$ cat src/sv/cktm_pkg.sv
// Package for the carrier keying timeout monitor.
// Holds widths, register indexes, command codes and the shared structs.
// No dependencies.
package cktm_pkg;

    // counter width of the tick counters
    localparam int COUNT_BITS = 16;
    // configuration register data width
    localparam int CFG_W      = 16;
    localparam int CFG_IDX_W  = 3;
    // common width for comparing counters against register values
    localparam int WIDE_W     = (COUNT_BITS > CFG_W) ? COUNT_BITS : CFG_W;

    localparam logic [COUNT_BITS-1:0] CNT_MAX = '1;

    typedef enum logic [CFG_IDX_W-1:0] {
        REG_TIMEOUT_TICKS  = 3'd0,
        REG_TIMEOUT_ENABLE = 3'd1,
        REG_PRESS_LIMIT    = 3'd2,
        REG_CHECK_DIVISOR  = 3'd3,
        REG_CHECK_ENABLE   = 3'd4
    } cfg_index_t;

    localparam logic [CFG_W-1:0] TIMEOUT_TICKS_RST = 16'd1500;
    localparam logic [CFG_W-1:0] PRESS_LIMIT_RST   = 16'd30;
    localparam logic [CFG_W-1:0] CHECK_DIVISOR_RST = 16'd20;

    typedef enum logic [1:0] {
        CMD_NONE    = 2'd0,
        CMD_KEY     = 2'd1,
        CMD_UNKEY   = 2'd2,
        CMD_TIMEOUT = 2'd3
    } radio_cmd_t;

    typedef struct packed {
        logic [CFG_W-1:0] timeout_ticks;
        logic             timeout_enable;
        logic [CFG_W-1:0] press_limit;
        logic [CFG_W-1:0] check_divisor;
        logic             check_enable;
    } cfg_t;

    typedef struct packed {
        radio_cmd_t radio_command;
        logic       shutdown_request;
        logic       check_strobe;
        logic       halted;
    } result_t;

endpackage

$ cat src/sv/cktm_cfg_regs.sv
// Configuration register file for the carrier keying timeout monitor.
// Plain write port, no read-back. Depends on cktm_pkg.
module cktm_cfg_regs (
    input  logic                           aclk,
    input  logic                           aresetn,
    input  logic                           cfg_we,
    input  logic [cktm_pkg::CFG_IDX_W-1:0] cfg_index,
    input  logic [cktm_pkg::CFG_W-1:0]     cfg_wdata,
    output cktm_pkg::cfg_t                 cfg
);
    import cktm_pkg::*;

    cfg_t cfg_reg;
    cfg_t cfg_next;

    always_comb begin
        cfg_next = cfg_reg;
        if (cfg_we) begin
            case (cfg_index)
                REG_TIMEOUT_TICKS:  cfg_next.timeout_ticks  = cfg_wdata;
                REG_TIMEOUT_ENABLE: cfg_next.timeout_enable = cfg_wdata[0];
                REG_PRESS_LIMIT:    cfg_next.press_limit    = cfg_wdata;
                REG_CHECK_DIVISOR:  cfg_next.check_divisor  = cfg_wdata;
                REG_CHECK_ENABLE:   cfg_next.check_enable   = cfg_wdata[0];
                default:            cfg_next = cfg_reg;
            endcase
        end
    end

    always_ff @(posedge aclk) begin
        if (!aresetn) begin
            cfg_reg.timeout_ticks  <= TIMEOUT_TICKS_RST;
            cfg_reg.timeout_enable <= 1'b1;
            cfg_reg.press_limit    <= PRESS_LIMIT_RST;
            cfg_reg.check_divisor  <= CHECK_DIVISOR_RST;
            cfg_reg.check_enable   <= 1'b0;
        end else begin
            cfg_reg <= cfg_next;
        end
    end

    assign cfg = cfg_reg;

endmodule

$ cat src/sv/cktm_tick_core.sv
// Per-tick state and update logic of the carrier keying timeout monitor.
// State advances on step; the result is combinational. Depends on cktm_pkg.
module cktm_tick_core (
    input  logic              aclk,
    input  logic              aresetn,
    input  cktm_pkg::cfg_t    cfg,
    input  logic              step,
    input  logic              carrier,
    input  logic              switch_lvl,
    output cktm_pkg::result_t result
);
    import cktm_pkg::*;

    localparam int PW = WIDE_W + 1;

    logic                  last_carrier_reg, last_carrier_next;
    logic [COUNT_BITS-1:0] countdown_reg, countdown_next;
    logic                  armed_reg, armed_next;
    logic [COUNT_BITS-1:0] held_reg, held_next;
    logic [COUNT_BITS-1:0] phase_reg, phase_next;
    logic                  stopped_reg, stopped_next;

    logic            pressed;
    logic [PW-1:0]   phase_inc;
    logic [PW-1:0]   div_w;
    radio_cmd_t      cmd;
    logic            sd;
    logic            strobe;

    assign pressed   = ~switch_lvl;
    assign phase_inc = PW'(phase_reg) + PW'(1);
    // zero divisor behaves as one
    assign div_w     = (cfg.check_divisor == '0) ? PW'(1) : PW'(cfg.check_divisor);

    always_comb begin
        last_carrier_next = last_carrier_reg;
        countdown_next    = countdown_reg;
        armed_next        = armed_reg;
        held_next         = held_reg;
        phase_next        = phase_reg;
        stopped_next      = stopped_reg;
        cmd               = CMD_NONE;
        sd                = 1'b0;
        strobe            = 1'b0;

        if (!stopped_reg) begin
            if (carrier != last_carrier_reg) begin
                last_carrier_next = carrier;
                if (carrier) begin
                    cmd            = CMD_KEY;
                    countdown_next = COUNT_BITS'(cfg.timeout_ticks);
                    armed_next     = 1'b1;
                end else begin
                    cmd = CMD_UNKEY;
                end
            end else if (cfg.timeout_enable && armed_reg) begin
                if (countdown_reg != '0) begin
                    if (carrier) countdown_next = countdown_reg - COUNT_BITS'(1);
                end else begin
                    // fires once even if carrier already dropped
                    cmd        = CMD_TIMEOUT;
                    armed_next = 1'b0;
                end
            end

            if (pressed) begin
                if (held_reg != CNT_MAX) held_next = held_reg + COUNT_BITS'(1);
                if (WIDE_W'(held_next) > WIDE_W'(cfg.press_limit)) begin
                    sd           = 1'b1;
                    stopped_next = 1'b1;
                end
            end else begin
                held_next = '0;
            end

            if (!stopped_next) begin
                strobe = (phase_reg == '0) && cfg.check_enable;
                if (phase_inc >= div_w) phase_next = '0;
                else                    phase_next = COUNT_BITS'(phase_inc);
            end
        end
    end

    always_ff @(posedge aclk) begin
        if (!aresetn) begin
            last_carrier_reg <= 1'b0;
            countdown_reg    <= '0;
            armed_reg        <= 1'b0;
            held_reg         <= '0;
            phase_reg        <= '0;
            stopped_reg      <= 1'b0;
        end else if (step) begin
            last_carrier_reg <= last_carrier_next;
            countdown_reg    <= countdown_next;
            armed_reg        <= armed_next;
            held_reg         <= held_next;
            phase_reg        <= phase_next;
            stopped_reg      <= stopped_next;
        end
    end

    assign result.radio_command    = cmd;
    assign result.shutdown_request = sd;
    assign result.check_strobe     = strobe;
    assign result.halted           = stopped_reg | stopped_next;

endmodule

$ cat src/sv/cos_keying_timeout_monitor.sv
// Carrier keying timeout monitor, top level.
// Input register, per-tick core and result register. Depends on cktm_pkg,
// cktm_cfg_regs and cktm_tick_core.
//
// Each item on the s_ channel is one poll tick: carrier level and the
// active-low shutdown switch level. Each tick yields exactly one item on the
// m_ channel: radio command (key, unkey, timeout unkey), shutdown request,
// periodic check strobe and the halted flag.
// A tick accepted on s_ passes the input register, then the result register,
// before it is presented on m_. Throughput: one tick per cycle while m_ready is
// high; the tick logic is a single pass of counter updates between registers.
// When m_ready is low the result register holds, the input register still
// takes one more tick, and s_ready drops once both are full; nothing is lost.
// Registers are written through cfg_we/cfg_index/cfg_wdata; unknown indexes are
// ignored. Write only while no tick is in flight; the block does not enforce it.
// Reset (aresetn low, synchronous) empties both registers, restores the
// register defaults and clears carrier history, counters and halted state.
// After a shutdown request every later tick returns no command with halted set.
module cos_keying_timeout_monitor (
    input  logic                           aclk,
    input  logic                           aresetn,
    input  logic                           cfg_we,
    input  logic [cktm_pkg::CFG_IDX_W-1:0] cfg_index,
    input  logic [cktm_pkg::CFG_W-1:0]     cfg_wdata,
    input  logic                           s_valid,
    output logic                           s_ready,
    input  logic                           s_carrier_level,
    input  logic                           s_switch_level,
    output logic                           m_valid,
    input  logic                           m_ready,
    output logic [1:0]                     m_radio_command,
    output logic                           m_shutdown_request,
    output logic                           m_check_strobe,
    output logic                           m_halted
);
    import cktm_pkg::*;

    cfg_t    cfg;
    result_t core_result;

    logic    in_valid_reg, in_valid_next;
    logic    carrier_reg, switch_reg;
    logic    out_valid_reg, out_valid_next;
    result_t out_reg;
    logic    advance;
    logic    s_fire;

    cktm_cfg_regs u_cfg (
        .aclk      (aclk),
        .aresetn   (aresetn),
        .cfg_we    (cfg_we),
        .cfg_index (cfg_index),
        .cfg_wdata (cfg_wdata),
        .cfg       (cfg)
    );

    cktm_tick_core u_core (
        .aclk       (aclk),
        .aresetn    (aresetn),
        .cfg        (cfg),
        .step       (advance),
        .carrier    (carrier_reg),
        .switch_lvl (switch_reg),
        .result     (core_result)
    );

    assign advance        = in_valid_reg && (!out_valid_reg || m_ready);
    assign s_ready        = !in_valid_reg || advance;
    assign s_fire         = s_valid && s_ready;
    assign in_valid_next  = s_fire || (in_valid_reg && !advance);
    assign out_valid_next = advance || (out_valid_reg && !m_ready);

    always_ff @(posedge aclk) begin
        if (!aresetn) begin
            in_valid_reg  <= 1'b0;
            out_valid_reg <= 1'b0;
        end else begin
            in_valid_reg  <= in_valid_next;
            out_valid_reg <= out_valid_next;
        end
    end

    always_ff @(posedge aclk) begin
        if (s_fire) begin
            carrier_reg <= s_carrier_level;
            switch_reg  <= s_switch_level;
        end
        if (advance) begin
            out_reg <= core_result;
        end
    end

    assign m_valid            = out_valid_reg;
    assign m_radio_command    = out_reg.radio_command;
    assign m_shutdown_request = out_reg.shutdown_request;
    assign m_check_strobe     = out_reg.check_strobe;
    assign m_halted           = out_reg.halted;

endmodule
$ cat config.mk
export PLATFORM = sky130hd
export DESIGN_NAME = cos_keying_timeout_monitor
export DESIGN_NICKNAME = d
export VERILOG_FILES = /design/src/sv/cktm_pkg.sv /design/src/sv/cktm_cfg_regs.sv /design/src/sv/cktm_tick_core.sv /design/src/sv/cos_keying_timeout_monitor.sv
export SDC_FILE = /design/constraint.sdc
export NUM_CORES = 1
export LEC_CHECK = 0
export BUFFER_PORTS_ARGS = -buffer_cell sky130_fd_sc_hd__buf_2
export CORE_AREA = 2 2 161 163
export CTS_CLUSTER_DIAMETER = 100
export DETAILED_ROUTE_END_ITERATION = 16
export DIE_AREA = 0 0 163 165
export GPL_TIMING_DRIVEN = 1
export SLEW_MARGIN = 10
export SYNTH_ARGS = -nofsm -noshare
export SYNTH_HDL_FRONTEND = slang
export SYNTH_SLANG_ARGS = --single-unit
$ cat constraint.sdc
create_clock -name aclk -period 8.93 [get_ports aclk]
set_input_delay 0.4465 -clock aclk [delete_from_list [all_inputs] [get_ports aclk]]
set_output_delay 0.4465 -clock aclk [all_outputs]
set_load 0.02 [all_outputs]
==> results of run 1 <==
## kinds of logic (layout without fill, tap and decap cells)
logic type / count (synthesis) / in the layout / synth area share
muxes: 3 / 3 / 0.00525
buffers and inverters: 98 / 103 / 0.0608
AOI/OAI and AO/OA: 193 / 193 / 0.197
and+or+nand+nor: 345 / 345 / 0.260
adders and majority gates: 37 / 37 / 0.0747
xor gates and xnor gates: 25 / 25 / 0.0354
DFF: 110 / 110 / 0.367
## area by class of cell
class                           instances  area, sq um
Fill cell                            2729        18100
Sequential cell                       110         2270
Tap cell                              330          413
Inverter                               51          191
Multi-Input combinational cell        603         3540
Clock buffer                            9          225
Timing Repair Buffer                   36          190
Clock inverter                          7         90.1
## worst max-delay path: cells and delay by family (launching register included)
family | cells | cell delay (ns)
AND/OR/NAND/NOR | 3 | 1.51
adder cells (fa/ha/maj) | 1 | 0.34
flip-flops | 1 | 0.47
XOR/XNOR | 1 | 0.24
AO/OA/AOI/OAI | 6 | 1.96
## final timing paths
| check | endpoint | slack (ns) | depth (start not counted) | from |
|---|---|---|---|---|
| worst max-delay path | u_core.phase_reg[10] | 4.32 | 11 | u_core.held_reg[7] |
| worst min register to register | u_cfg.cfg[32] | 0.46 | 2 | u_cfg.cfg[32] |
| worst max register to register | u_core.phase_reg[10] | 4.32 | 11 | u_core.held_reg[7] |
| worst min-delay path | switch_reg | 0.25 | 1 | s_switch_level |
## layer usage
layer,global-route usage,vias up,part of all wire
li1,-,2877,-
met1,0.178,2650,0.49
met2,0.211,123,0.46
met3,0.0231,14,0.041
met4,0.0294,0,0.0089
met5,0,-,0
## synthesized netlist by cell type, types with 15 or more instances
| cell type | number | area [sq um] |
|---|---|---|
| o21ai_0 | 22 | 110 |
| nand4_1 | 15 | 93.8 |
| xnor2_1 | 15 | 131 |
| a21oi_1 | 84 | 420 |
| clkbuf_1 | 42 | 158 |
| dfxtp_1 | 103 | 2060 |
| nor3_1 | 19 | 95.1 |
| nor2_1 | 48 | 180 |
| nand2_1 | 156 | 586 |
| ha_1 | 37 | 463 |
| nand3_1 | 40 | 200 |
| inv_1 | 51 | 191 |
| o211ai_1 | 18 | 135 |
## metrics by stage
| stage | area [sq um] | setup WS, ns |
|---|---|---|
| after floorplan | 6190 | 5.15 |
| after CTS | 6930 | 4.36 |
| after global routing | 6930 | 3.94 |
| after global placement | 6610 | 4.53 |
| final | 6930 | 4.32 |
| after detailed placement | 6610 | 4.40 |
## power groups by stage
| stage | Sequential, mW | Combinational, mW | Clock [mW] |
|---|---|---|---|
| 2_1_floorplan | 0.528 | 0.0910 | 0 |
| 3_3_place_gp | 0.529 | 0.128 | 0 |
| 3_5_place_dp | 0.530 | 0.128 | 0 |
| 4_1_cts | 0.518 | 0.129 | 0.435 |
| 5_1_grt | 0.520 | 0.145 | 0.453 |
| 6_report | 0.518 | 0.130 | 0.424 |
==> flow_summary.yaml, run 1 <==
route:
  drt-pass1-iter-count: 5
  drt-total-wl_um: 17200
  ant_nets: 0
  drcViolationCount: 0
  avgRoutedWirePerCell_um: 15.0
  vias_per_cell: 4.94
  drtIter0Drc: 391
  vias: 5664
final_layout:
  area_growth_pct: 11.8
  nets: 874
  layout_common_cells: "nand2_1, dfxtp_1, a21oi_1, inv_1, nor2_1"
  num_antenna_cells: 0
  drive_gt1_frac: 0.0797
  largest_reg_flops: 50
  final_common_cell: "nand2_1"
  fin_cells: 1146
  fin_util: 0.277
synthesis:
  async_flop_share: 0
  synth-seq-cells: 110
  seq_area_frac_synth: 0.367
  synth_flop_cell: "dfxtp_1"
  syn_nets: 874
  syn-cell-area_sq_um: 6190
  yosys_warnings: 0
  yosysUniqueCellTypes: 60
  postSynthCellCount: 811
  syn_area_per_cell_sq_um: 7.64
  synth-edff-count: 7
power_and_ir_drop:
  power_frac_clock: 0.395
  power_mw: 1.07
  combPwrFrac: 0.121
  p_leak_nw: 2.59
  power.share.switching: 0.299
  power_density_nw_per_um2: 155
  p_switching_mw: 0.321
  vdd_ir_drop_max_uv: 88.7
  internal_power_mw: 0.751
  power_frac_seq: 0.484
placed_design:
  place_congestion: 0.861
  place_inst: 1130
  dpl.hpwl_um: 12400
  portBuffers: 32
worst_setup_path:
  worst_path_max_delay_cell: "nand4_1"
  crit_path_end_kind: "register"
  worstSetupStartpointType: "register"
  worstPathRequired_ns: 9.20
  critical_path_arrival_ns: 4.88
  slowest_delay_ns: 0.67
  critical_path_class: "register to register"
  crit_top_cell: "nand4_1"
  cp_cell_sequence: "nand4_1 -> nor4_1 -> a31oi_1 -> xor2_1 -> ha_1 -> a21oi_1 -> o21ai_0 -> a2111o_1 -> o31ai_1 -> nand4_1 -> o211ai_1"
  crit_fanout: 13
die:
  core_area_sq_um: 25000
  dieArea_sq_um: 26900
  placementRows: 58
  die_w_um: 163
  start_util: 0.247
  die_y_um: 165
  num_io_pins: 33
global_route:
  grt_overflow_total: 0
  grt_pass1_wl_um: 27600
  grtUsageTotal: 0.129
  first_global_vias: 5213
  grt_max_degree: 65
  antenna_found_initial: 0
clock_tree:
  cts_max_path_buffers: 2
  holdBufCountCts: 0
  clock-sinks: 110
  cts_buffers: 9
  clk_pin_slew_ns: 0.08
  post_cts_buffers: 0
  cts_htree_levels: 3
  cts_tree: "done"
  ctsResizeCount: 0
  ctsRootBufferMaster: "clkbuf_16"
  insertion_delay_ns: 0.37
min_path:
  min-delay-path-class: "input port to register"
run:
  cap_viol_max_count: 0
status:
  outcome: "finished clean"
sta:
  period_needed_ns: 4.61
  whs_ns: 0.253
  fin_crit_sh: 0.517
  max-slew-margin-rel: 0.365
  rsz0062_at_grt: "no"
  finalMaxSlewViolations: 0
  setup_viol: 0
  tightest_slew_ns: 0.948
  hold_viol: 0
  fmax_mhz: 217
  fin_worst_skew_ns: 0.00932
  setup-tns-final_ns: 0
Power figures use the tool's default switching activity.
==> run 2: changes to the inputs <==
- clock period: 8.93 -> 3.8 ns (I/O delays scaled with it)
==> flow_summary.yaml, run 2 (synthesized netlist as in run 1, its figures left out) <==
status:
  outcome: "finished clean"
worst_setup_path:
  worst_path_max_delay_cell: "or4_1"
  worstPathRequired_ns: 4.07
  worstSetupStartpointType: "register"
  r2r_cells: 13
  critical_path_buf_inv_count: 1
  critical_path_class: "register to register"
  crit_cells: 13
  crit_fanout: 13
  slowest_delay_ns: 0.59
  crit_path_end_kind: "register"
  cp_cell_sequence: "and4_1 -> nand2b_1 -> nor4_2 -> nand3_1 -> mux2_2 -> ha_1 -> nand4_1 -> or4_1 -> a21oi_1 -> o31a_1 -> nor2_1 -> buf_4 -> o32ai_1"
  critical_path_arrival_ns: 3.81
  path_delay_family: "simple AND/OR/NAND/NOR gates"
final_layout:
  fin_util: 0.284
  largest_reg_flops: 50
  num_antenna_cells: 0
  fin_cells: 1167
  nets: 895
  drive_gt1_frac: 0.109
  layout_common_cells: "nand2_1, dfxtp_1, a21oi_1, inv_1, nor2_1"
  area_growth_pct: 14.6
  final_common_cell: "nand2_1"
global_route:
  grtUsageTotal: 0.132
  first_global_vias: 5401
  grt_max_degree: 61
  grt_overflow_total: 0
  grt_pass1_wl_um: 28200
  antenna_found_initial: 0
route:
  vias_per_cell: 4.99
  met2_length_um: 8140
  drcViolationCount: 0
  drtIter0Drc: 372
  drt-total-wl_um: 17500
  wl_met3_um: 890
  topRoutingLayerUsed: "met4"
  avgRoutedWirePerCell_um: 15.0
  drt-pass1-iter-count: 5
  ant_nets: 0
  vias: 5819
  drt-met1-wl_um: 8270
sta:
  finalMaxSlewViolations: 0
  rsz0062_at_grt: "no"
  tightest_slew_ns: 0.878
  hold_viol: 0
  fmax_mhz: 282
  setup-tns-final_ns: 0
  period_needed_ns: 3.54
  fin_crit_sh: 0.933
  setup_viol: 0
  fin_worst_skew_ns: 0.0132
  max-slew-margin-rel: 0.414
clock_tree:
  cts_max_path_buffers: 2
  ctsRootBufferMaster: "clkbuf_16"
  insertion_delay_ns: 0.37
  clk_pin_slew_ns: 0.08
  cts_htree_levels: 3
  clock-sinks: 110
  cts_buffers: 9
  cts_tree: "done"
power_and_ir_drop:
  p_leak_nw: 2.70
  vdd_ir_drop_max_uv: 234
  power_mw: 2.51
  power_density_nw_per_um2: 353
min_path:
  min-delay-path-class: "input port to register"
  whs_path_depth: 1
die:
  placementRows: 58
  die_w_um: 163
  num_io_pins: 33
  die_y_um: 165
  core_area_sq_um: 25000
  start_util: 0.247
  dieArea_sq_um: 26900
placed_design:
  portBuffers: 32
  place_inst: 1149
  dpl.hpwl_um: 12700
  place_congestion: 0.892
run:
  cap_viol_max_count: 0
-- run 2: area by class of cell --
type / count / area (sq um)
Fill cell: 2706 / 17900
Multi-Input combinational cell: 603 / 3570
Sequential cell: 110 / 2270
Tap cell: 330 / 413
Timing Repair Buffer: 57 / 350
Clock buffer: 9 / 225
Inverter: 51 / 191
Clock inverter: 7 / 75.1
-- run 2: stage by stage --
stage	worst slack, ns	hold slack [ns]	area, sq um
after floorplan	0.0216	0.289	6190
after global placement	0.353	0.370	6750
after detailed placement	0.215	0.373	6750
after CTS	0.211	0.000317	7060
after global routing	0.00161	0.00156	7100
final	0.256	0.00144	7100
-- run 2: final timing paths --
check,start,end,slack [ns]
setup / recovery,u_core.held_reg[5],u_core.phase_reg[1],0.26
hold reg to reg,u_cfg.cfg[27],u_cfg.cfg[27],0.46
hold / removal,s_carrier_level,carrier_reg,0.001
setup reg to reg,u_core.held_reg[5],u_core.phase_reg[1],0.26
-- run 2: what timing repair did --
| action | 4_1_cts | 5_1_grt |
|---|---|---|
| gates resized for setup | 0 | 6 |
| hold buffers | 1 | 0 |
| hold endpoints to repair | 1 | 0 |
| buffers inserted | 0 | 1 |
| endpoints found under the setup margin | 0 | 15 |
-- run 2: power breakdown --
part / switching [mW] / internal [mW] / leakage, nW
clock: 0.507 / 0.470 / 0.150
sequential: 0.0245 / 1.19 / 0.902
combinational: 0.210 / 0.101 / 1.64
total: 0.742 / 1.76 / 2.70
-- run 2: worst reg2reg max path: stages (launching register included) --
cell,delay (ns)
dfxtp_1,0.44
and4_1,0.26
nand2b_1,0.10
nor4_2,0.20
nand3_1,0.12
mux2_2,0.30
ha_1,0.32
nand4_1,0.19
or4_1,0.59
a21oi_1,0.18
o31a_1,0.25
nor2_1,0.07
buf_4,0.20
o32ai_1,0.22
-- run 2: layer usage --
metal	vias to the layer above	global-route usage
met3	15	0.0216
met1	2761	0.178
li1	2911	-
met5	-	0
met2	132	0.217
met4	0	0.0362
==> run 3: changes to the inputs <==
- ABC_AREA: default -> 1
- CORE_AREA: 2 2 161 163 -> 2 2 164 166
- DIE_AREA: 0 0 163 165 -> 0 0 166 168
==> flow_summary.yaml, run 3 <==
global_route:
  grt_overflow_total: 0
  first_global_vias: 5380
  use_met2: 0.184
  busiest_layer: "met2"
  grt_max_degree: 57
  grtUsageTotal: 0.118
  grtUsageMet1: 0.169
  met3_usage: 0.0209
  antenna_found_initial: 1
  grt_pass1_wl_um: 27000
synthesis:
  yosysMostFrequentCell: "nand2_1"
  synth_adder_area_share: 0.0723
  async_flop_share: 0
  yosysTopAreaCell: "dfxtp_1"
  seq_area_frac_synth: 0.355
  yosys_warnings: 0
  synth_compound_area_frac: 0.132
  postSynthCellCount: 946
  synth_flop_cell: "dfxtp_1"
  synth-seq-cells: 110
  synth_common_cells: "nand2_1, inv_1, dfxtp_1, nor2_1, a21oi_1"
  synthTopCellsByArea: "dfxtp_1, nand2_1, ha_1"
  syn-cell-area_sq_um: 6400
  synthXorXnorAreaFrac: 0.0315
  synthMuxAreaShare: 0
  synth_top_family_by_area: "simple AND/OR/NAND/NOR gates"
  synth-edff-count: 7
  yosysUniqueCellTypes: 40
  synth.top_cell.area_share: 0.322
  synth-simple-area-share: 0.314
  syn_area_per_cell_sq_um: 6.77
  syn_nets: 1009
worst_setup_path:
  r2r-start: "u_core.held_reg[3]"
  crit_fanout: 15
  regToRegSetupSlack_ns: 0.59
  slowest_delay_ns: 0.44
  worstSetupStartpointType: "register"
  cp_cell_sequence: "nand2_2 -> nor2_1 -> nand2_1 -> nor2_2 -> nand3_1 -> o21ai_0 -> nand3_1 -> ha_1 -> nand2_1 -> nor2_1 -> nand2_1 -> nor2_1 -> nand2_1 -> nand4_1 -> nand2_1 -> nand2_2 -> nand2_1 -> nand2_1 -> nor2_2"
  critical_path_arrival_ns: 3.45
  crit_top_cell: "nand2_1"
  critical_path_class: "register to register"
  worst_path_max_delay_cell: "dfxtp_1"
  r2r_cells: 19
  worstPathRequired_ns: 4.04
  crit_path_end_kind: "register"
  r2r_end: "u_core.phase_reg[13]"
final_layout:
  num_antenna_cells: 0
  fin_util: 0.272
  nets: 1025
  fin_cells: 1308
  area_growth_pct: 12.0
  final_common_cell: "nand2_1"
  final_area_sq_um: 7170
  drive_gt1_frac: 0.0910
  largest_reg_flops: 50
  layout_common_cells: "nand2_1, inv_1, dfxtp_1, nor2_1, a21oi_1"
sta:
  setup-tns-final_ns: 0
  rsz0062_at_grt: "no"
  tightest_slew_ns: 0.722
  whs_ns: 0.0323
  max-slew-margin-rel: 0.517
  hold_viol: 0
  period_needed_ns: 3.21
  fmax_mhz: 311
  fin_worst_skew_ns: 0.00838
  fin_ws_ns: 0.586
  finalMaxSlewViolations: 0
  fin_crit_sh: 0.846
  setup_viol: 0
placed_design:
  place_inst: 1291
  place_congestion: 0.842
  dpl_cell_area_sq_um: 6860
  dpl.hpwl_um: 12200
  portBuffers: 32
  pre_cts_ws_ns: 0.519
clock_tree:
  insertion_delay_ns: 0.36
  cts_htree_levels: 3
  ctsResizeCount: 0
  clock-sinks: 110
  cts_tree: "done"
  cts_max_path_buffers: 2
  post_cts_buffers: 0
  cts_buffers: 9
  ctsRootBufferMaster: "clkbuf_16"
  clk_pin_slew_ns: 0.08
  holdBufCountCts: 0
die:
  dieArea_sq_um: 27900
  core_area_sq_um: 26400
  die_y_um: 168
  start_util: 0.243
  placementRows: 60
  num_io_pins: 33
  die_w_um: 166
route:
  vias_per_cell: 4.45
  drcViolationCount: 0
  drt-pass1-iter-count: 5
  drtIter0Drc: 490
  ant_nets: 0
  vias: 5826
  avgRoutedWirePerCell_um: 12.4
  drt-total-wl_um: 16200
power_and_ir_drop:
  power_mw: 2.77
  power_density_nw_per_um2: 386
  p_leak_nw: 3.18
  vdd_ir_drop_max_uv: 233
status:
  outcome: "finished clean"
min_path:
  min-delay-path-class: "input port to register"
  min_from: "s_switch_level"
  whs_path_depth: 1
  hold_path_end: "switch_reg"
run:
  cap_viol_max_count: 0
## run 3: cell count changes in the layout (fill, tap and decap cells not counted), moves of 9 or more
cell,change
nand2_1,+96
inv_1,+68
nor2_1,+50
o21ai_0,+44
buf_4,-20
nand3_1,+15
o211ai_1,-14
xnor2_1,-13
o22ai_1,-12
xor2_1,+11
nor4_1,-9
## run 3: worst max path at each step
stage	slack (ns)	cells after the start	startpoint	to
after global placement	0.62	15	u_core.held_reg[0]	u_core.phase_reg[13]
after detailed placement	0.52	17	u_core.held_reg[0]	u_core.phase_reg[6]
after CTS	0.52	17	u_core.held_reg[0]	u_core.phase_reg[10]
after floorplan	1.11	21	u_core.held_reg[0]	u_core.phase_reg[13]
after global routing	0.08	19	u_core.held_reg[3]	u_core.phase_reg[1]
final	0.59	19	u_core.held_reg[3]	u_core.phase_reg[13]
## run 3: cells by family after synthesis
group | count (synthesis)
AO/OA/AOI/OAI | 160
XOR/XNOR | 23
adder cells (fa/ha/maj) | 37
buffers and inverters | 153
flip-flops | 110
AND/OR/NAND/NOR | 463
## run 3: area by class of cell
cell class	instances	area, sq um
fillers	2870	19200
multi-input cells	683	3520
flip-flops and latches	110	2270
inverters	122	458
well taps	341	427
clock buffers	9	225
repair buffers	36	190
clock inverters	7	81.3
## run 3: power by group
group          switching (mW)  internal (mW)
registers              0.0389           1.22
clock network           0.474          0.520
logic                   0.343          0.176
## run 3: per-layer routing
| layer | up-vias | share of wire | wire (um) |
|---|---|---|---|
| met1 | 2622 | 0.52 | 8370 |
| met2 | 121 | 0.43 | 6910 |
| met5 | - | 0.00080 | 13 |
| li1 | 3064 | - | - |
| met3 | 17 | 0.044 | 720 |
| met4 | 2 | 0.011 | 181 |
## run 3: worst max-delay path: cells and delay by family, from the launching register on
family | cells | cell delay, ns
adders and majority gates | 1 | 0.31
DFF | 1 | 0.44
AOI/OAI and AO/OA | 1 | 0.17
and+or+nand+nor | 17 | 2.16
